===== src/qvr_pkg.sv =====
// ----------------------------------------------------------------------------
// qvr_pkg
// Shared widths and types for the quaternion vector rotation pipeline.
// ----------------------------------------------------------------------------
package qvr_pkg;

   localparam int VEC_BITS       = 16;
   localparam int QUAT_FRAC_BITS = 14;
   localparam int QUAT_BITS      = QUAT_FRAC_BITS + 2;

   // q * v product, three-term sum, p * q product, four-term sum
   localparam int PROD1_BITS = QUAT_BITS + VEC_BITS;
   localparam int P_BITS     = PROD1_BITS + 2;
   localparam int PROD2_BITS = P_BITS + QUAT_BITS;
   localparam int R_BITS     = PROD2_BITS + 2;
   localparam int SHIFT      = 2 * QUAT_FRAC_BITS;

   localparam int NUM_PROD = 12;

   localparam int REQ_FIELD_BITS = 4 * QUAT_BITS + 3 * VEC_BITS;
   localparam int REQ_TDATA_BITS = ((REQ_FIELD_BITS + 7) / 8) * 8;
   localparam int RSP_TDATA_BITS = ((3 * VEC_BITS + 7) / 8) * 8;

   typedef struct packed {
      logic signed [QUAT_BITS-1:0] z;
      logic signed [QUAT_BITS-1:0] y;
      logic signed [QUAT_BITS-1:0] x;
      logic signed [QUAT_BITS-1:0] w;
   } quat_type;

   typedef struct packed {
      logic signed [VEC_BITS-1:0] z;
      logic signed [VEC_BITS-1:0] y;
      logic signed [VEC_BITS-1:0] x;
   } vec_type;

   typedef struct packed {
      logic signed [P_BITS-1:0] z;
      logic signed [P_BITS-1:0] y;
      logic signed [P_BITS-1:0] x;
      logic signed [P_BITS-1:0] w;
   } pquat_type;

   typedef struct packed {
      logic signed [R_BITS-1:0] z;
      logic signed [R_BITS-1:0] y;
      logic signed [R_BITS-1:0] x;
   } rvec_type;

endpackage


===== src/qvr_round_sat.sv =====
// ----------------------------------------------------------------------------
// qvr_round_sat
// Output stage: round to nearest, scale down and saturate each component.
// ----------------------------------------------------------------------------
module qvr_round_sat (
   input  logic              clock,
   input  logic              reset,
   input  logic              advance,
   input  logic              in_valid,
   input  qvr_pkg::rvec_type in_r,
   output logic              out_valid,
   output qvr_pkg::vec_type  out_rot,
   output logic              out_sat
);

   localparam int RB = qvr_pkg::R_BITS;
   localparam int VB = qvr_pkg::VEC_BITS;

   localparam logic signed [RB-1:0] HALF = RB'(1) << (qvr_pkg::SHIFT - 1);
   localparam logic signed [RB-1:0] MAXV = {{(RB - VB + 1){1'b0}}, {(VB - 1){1'b1}}};
   localparam logic signed [RB-1:0] MINV = ~MAXV;

   typedef struct packed {
      logic signed [VB-1:0] value;
      logic                 clamped;
   } comp_type;

   function automatic comp_type finish(input logic signed [RB-1:0] r);
      logic signed [RB-1:0] biased;
      logic signed [RB-1:0] scaled;
      comp_type             res;
      biased = r + HALF;
      scaled = biased >>> qvr_pkg::SHIFT;
      if (scaled > MAXV) begin
         res.value   = MAXV[VB-1:0];
         res.clamped = 1'b1;
      end else if (scaled < MINV) begin
         res.value   = MINV[VB-1:0];
         res.clamped = 1'b1;
      end else begin
         res.value   = scaled[VB-1:0];
         res.clamped = 1'b0;
      end
      return res;
   endfunction

   comp_type         cx;
   comp_type         cy;
   comp_type         cz;
   qvr_pkg::vec_type rot_in;
   qvr_pkg::vec_type rot_ff;
   logic             sat_in;
   logic             sat_ff;
   logic             valid_ff;

   always_comb begin
      cx       = finish(in_r.x);
      cy       = finish(in_r.y);
      cz       = finish(in_r.z);
      rot_in.x = cx.value;
      rot_in.y = cy.value;
      rot_in.z = cz.value;
      sat_in   = cx.clamped | cy.clamped | cz.clamped;
   end

   always_ff @(posedge clock) begin
      if (reset) begin
         valid_ff <= 1'b0;
      end else if (advance) begin
         valid_ff <= in_valid;
      end
   end

   always_ff @(posedge clock) begin
      if (advance) begin
         rot_ff <= rot_in;
         sat_ff <= sat_in;
      end
   end

   assign out_valid = valid_ff;
   assign out_rot   = rot_ff;
   assign out_sat   = sat_ff;

endmodule


===== config.mk =====
export PLATFORM = sky130hd
export DESIGN_NAME = qvr_round_sat
export DESIGN_NICKNAME = d
export VERILOG_FILES = /design/src/qvr_pkg.sv /design/src/qvr_round_sat.sv
export SDC_FILE = /design/constraint.sdc
export NUM_CORES = 1
export LEC_CHECK = 0
export ABC_AREA = 1
export ABC_CLOCK_PERIOD_IN_PS = 2300
export BUFFER_PORTS_ARGS = -buffer_cell sky130_fd_sc_hd__clkbuf_2
export CORE_ASPECT_RATIO = 0.9
export CORE_MARGIN = 5
export CORE_UTILIZATION = 46
export DETAILED_ROUTE_END_ITERATION = 6
export GPL_TIMING_DRIVEN = 0
export HOLD_SLACK_MARGIN = 0.08
export PLACE_DENSITY = 0.77
export SYNTH_ARGS = -nofsm -noshare
export SYNTH_HDL_FRONTEND = slang
export SYNTH_SLANG_ARGS = --single-unit

===== constraint.sdc =====
create_clock -name clock -period 2.3 [get_ports clock]
set_input_delay 0.115 -clock clock [delete_from_list [all_inputs] [get_ports clock]]
set_output_delay 0.115 -clock clock [all_outputs]
set_load 0.03 [all_outputs]

# --- Yosys cells after proc, flatten, opt, wreduce, memory -nomap -nowiden ---
# Cells that the tools add are included.
word_totals:
  romBits: 0
  out_inout_bits: 50
  latch_bits: 0
  memories: 0
  mem_bits_rw: 0
  regBits: 50
op_classes:
  n_lt_le_gt_ge: 6
  div: 0
  n_mul: 0
  reduce_logical: 0
  n_bitwise: 2
  n_shift: 0
  addsub: 3
  eq_ne: 0
  muxes: 6
op_table:
  columns: ["cell", "n"]
  rows:
  - ["$add A52 B29 Y52 const B", 3]
  - ["$gt A24 B16 Y1 const B", 3]
  - ["$lt A24 B16 Y1 const B", 3]
  - ["$mux W17", 3]
  - ["$mux W1", 3]
  - ["$or A1 B1 Y1", 2]

# --- Logic depth before layout (Yosys ltp) ---
logic_depth:
  ltp_word: 6
  depth_mapped: 15
  ltp_nobuf: 15

# --- Worst setup path after synthesis ---
# No wires, ideal clock.
synth_path:
  path_kind: "input-to-reg"
  startpoint: "in in_r[79] in the netlist's numbering"
  endpoint: "reg sat_ff, in the netlist out_sat, data pin"
  cell_stages: 11
  n_path_buf: 1
  setup_time_ns: 0.254
  arrival_time_ns: 1.509
  slack_ns: 0.537
  required_time_ns: 2.046
  cell_sequence: "ha_1 -> nand3_1 -> nor2_2 -> nand3b_2 -> nor3_1 -> nand2_1 -> xor2_1 -> a21oi_4 -> buf_6 -> nor2_1 -> nand2_1"
synth_between:
  elab_chain_cells: 6
synth_lines:
  columns: ["element", "line", "text"]
  rows:
  - ["start, declared", "qvr_round_sat.sv:10", "input qvr_pkg::rvec_type in_r,"]
  - ["$add A52 B29 Y52 (*)", "qvr_round_sat.sv:32", "biased = r + HALF;"]
  - ["$lt A24 B16 Y1", "qvr_round_sat.sv:37", "end else if (scaled < MINV) begin"]
  - ["$mux W17", "qvr_round_sat.sv:37", null]
  - ["$mux W1 (*)", "qvr_round_sat.sv:34", "if (scaled > MAXV) begin"]
  - ["$or A1 B1 Y1 (*) (2 in series)", "qvr_round_sat.sv:63", "sat_in = cx.clamped | cy.clamped | cz.clamped;"]
  - ["via sat_in", "qvr_round_sat.sv:52", "logic sat_in;"]
  - ["end signal, assigned", "qvr_round_sat.sv:77", "sat_ff <= sat_in;"]
  - ["end, declared", "qvr_round_sat.sv:53", "logic sat_ff;"]
# The timed path passes the listed nets; every way through them passes the cells marked *.
# A chain may end at the register's enable or synchronous reset.

# --- Worst setup path after layout ---
layout_path:
  startpoint: "in in_r[27] in the netlist's numbering"
  endpoint: "reg rot_ff (netlist bit out_rot[8]), data pin"
layout_between:
  elab_chain_cells: 3
layout_lines:
  columns: ["element", "line", "text"]
  rows:
  - ["$add A52 B29 Y52 (*)", "qvr_round_sat.sv:32", null]
  - ["$lt A24 B16 Y1", "qvr_round_sat.sv:37", null]
  - ["$mux W17", "qvr_round_sat.sv:37", null]
  - ["end signal, assigned", "qvr_round_sat.sv:76", "rot_ff <= rot_in;"]
  - ["end, declared", "qvr_round_sat.sv:51", "qvr_pkg::vec_type rot_ff;"]
# Every way passes the cells marked *; elsewhere a longest branch is shown, timed or not.

==> results.md <==
- Power density over the cells: 480 nW/um^2
- P_leak: 2.35 nW
- Die Area: 10,800 um^2
- Post-synth top area cell: edfxtp_1
- Final period util: 0.843
- Syn Area/Cell: 6.80 um^2
- Clk slew on worst S/H paths: 90 ps
- Synth cell types: 34
- Initial drt markers: 130
- Syn_nets: 758
- Top sig layer: met4
- Vias in the first global route: 3,943
- Hold Vio Cnt, Final: 0
- Met2 routed WL: 5210 um
- Setup violators final: 0
- Post-Synthesis Cell Area: 4050 um^2
- Clock Latency Late Sink: 300 ps
- Slowest-stage cell, CP: nand2_1
- Via count: 4,131
- Post-synthesis sequential area ratio: 0.368
- Max-cap violations: 0
- FF+latch count, synth: 50
- First-pass GRT wire length: 18,000 um
- Multi-input logic area: 2300 um^2
- Worst-path cell chain: clkbuf_2 -> ha_1 -> nand2_1 -> nor2_2 -> nand2_1 -> o21ai_1 -> nand2_1 -> inv_1 -> nand3_1 -> nor2_1 -> nand2_1 -> nand2_1 -> buf_4 -> nand2_1
- Rows: 32
- Post-synth top cells: 234 x nand2_1, 91 x nor2_1, 54 x inv_1
- Clock Path Buffers: 2
- Most common cell in the netlist: nand2_1
- CP dominant cell by count: nand2_1
- Die Width: 109 um
- Post-synth EDFFs: 49
- Nature of the critical path endpoint: register
- Clock root buffer: clkbuf_8
- Status: finished clean
- DPL Wire Length: 9300 um
- RSZ-0062 raised after global routing: no
- Total Wirelength: 10,900 um
- Drt wl/cell: 12.8 um
- Buffers added on ports: 128
- Post-synth top area share: 0.363
- Max VDD drop: 0.000220 V
- Nets@finish: 895
- Worst path arrival time: 2000 ps
- Synth Instances: 595
- Most used DFF post-synth: edfxtp_1
- CTS Sinks: 50
- First-pass DRT Iterations: 4
- Largest net degree at the start of global routing: 51
- HP Class: input port to register
- DRC: 0
- Worst Tran Pin Value: 1230 ps
- Final Skew: 0 ps
- CP Class: input port to register
- Synth async-reset ratio: 0
- Fraction of layout cells with a size suffix above 1: 0.233
- Area growth, synth to finish: 22.9%
- Met3 Wirelength: 555 um
- Wire length on met1: 4980 um
- Min Clock Period, post-route: 1940 ps
- Grt total ovfl: 0
- Avg Vias per Cell: 4.85
- Final Power: 2.39 mW
- Area contributors post-synth: edfxtp_1 36%, nand2_1 22%, nor2_1 8.4%, inv_1 5.0%, xor2_1 5.0%
- Rel. slew slack: 0.180
- Sum Neg Setup Slack: 0 ps
- Register Area: 1490 um^2
- Htree depth: 2
- Clock buffer count from CTS: 5
- Critical path fanouts, max: 10
- Cell area after layout: 4980 um^2
- FMAX: 0.516 GHz
- Core ar.: 8570 um^2
- Initial core utilization: 0.473
- Syn. warnings: 0
- Total Routing Usage GR: 0.206
- Dpl cell area: 4840 um^2
- Die Y: 99.0 um
- Initial antenna violation count: 0
- Resize count post-CTS: 0
- Fill cells: 876
- Diodes inserted: 0
- Slowest stage delay, CP: 230 ps
- # IOs: 210
- WP data required: 2360 ps
- CTS tree: yes
- Antenna-violating nets left: 0
- GP Congestion: 0.956
- Startpoint Class: input port
- Max Slew Vio Count: 0
## power breakdown
group	internal [mW]	switching, mW	total, mW
Clock	0.332	0.309	0.641
Sequential	1.09	0.0258	1.12
Combinational	0.196	0.435	0.631
Total	1.62	0.770	2.39
## layout by cell type (no fill, tap or decap), drive strengths merged, types with 4 or more instances in the layout
cell type / Yosys / final
clkbuf: 0 / 133
nand2: 240 / 240
nand3b: 7 / 7
buf: 6 / 6
nor3: 8 / 8
nor2: 101 / 101
xor2: 23 / 23
xnor2: 13 / 13
o21ai: 21 / 21
nand3: 41 / 41
edfxtp: 49 / 49
inv: 55 / 56
or2: 6 / 6
a21oi: 5 / 5
nand4: 4 / 4
## cell type report
cell class / count / area share
plain buffers: 6 / 0.0101
clock buffers: 5 / 0.0138
clock inverters: 3 / 0.00981
inverters: 55 / 0.0415
multi-input cells: 484 / 0.462
flip-flops and latches: 50 / 0.300
well taps: 119 / 0.0299
repair buffers: 130 / 0.133
## final timing paths
kind	startpoint	endpoint	slack, ps	depth (start not counted)
max	in_r[27]	out_rot[8]$_SDFFCE_PN1P_	360	14
min	in_r[140]	out_rot[40]$_SDFFCE_PN1P_	190	3
max reg2reg	out_valid$_SDFFE_PP0P_	out_valid$_SDFFE_PP0P_	1130	3
min reg2reg	out_valid$_SDFFE_PP0P_	out_valid$_SDFFE_PP0P_	1060	3
## critical path, delay by kind of cell
kind | cells | cell delay, ps
adder cells (fa/ha/maj) | 1 | 150
AO/OA/AOI/OAI | 1 | 180
AND/OR/NAND/NOR | 9 | 1170
buffers and inverters | 3 | 380
## per-stage QoR
stage	util	worst slack, ps	std cells	hold WS, ps
finish	0.581	361	852	190
global route	0.581	151	852	189
CTS	0.581	337	852	172
detailed placement	0.565	5.53	842	286
global placement	0.565	90.2	842	277
floorplan	-	537	595	187
## state kept, by name, indices dropped and copies added (netlist names)
| register | cells |
|---|---|
| out_valid | 1 |
| out_sat | 1 |
| out_rot | 48 |
## layer usage
layer / up-vias / GRT usage
li1: 2175 / -
met1: 1828 / 0.273
met2: 114 / 0.350
met3: 14 / 0.0275
met4: 0 / 0.0563
met5: - / 0
## cells by family after synthesis
family | synth area share
buf+inv | 0.0633
compound gates | 0.0464
simple gates | 0.432
mux | 0.00247
flops | 0.368
xor+xnor | 0.0779
fa+ha+maj | 0.00927
## repair_timing
item                                   4_1_cts  5_1_grt
setup buffers                                0        0
hold buffers                                 2        0
endpoints found under the hold margin        1        0
No activity file was read; power rests on OpenSTA's default activity.
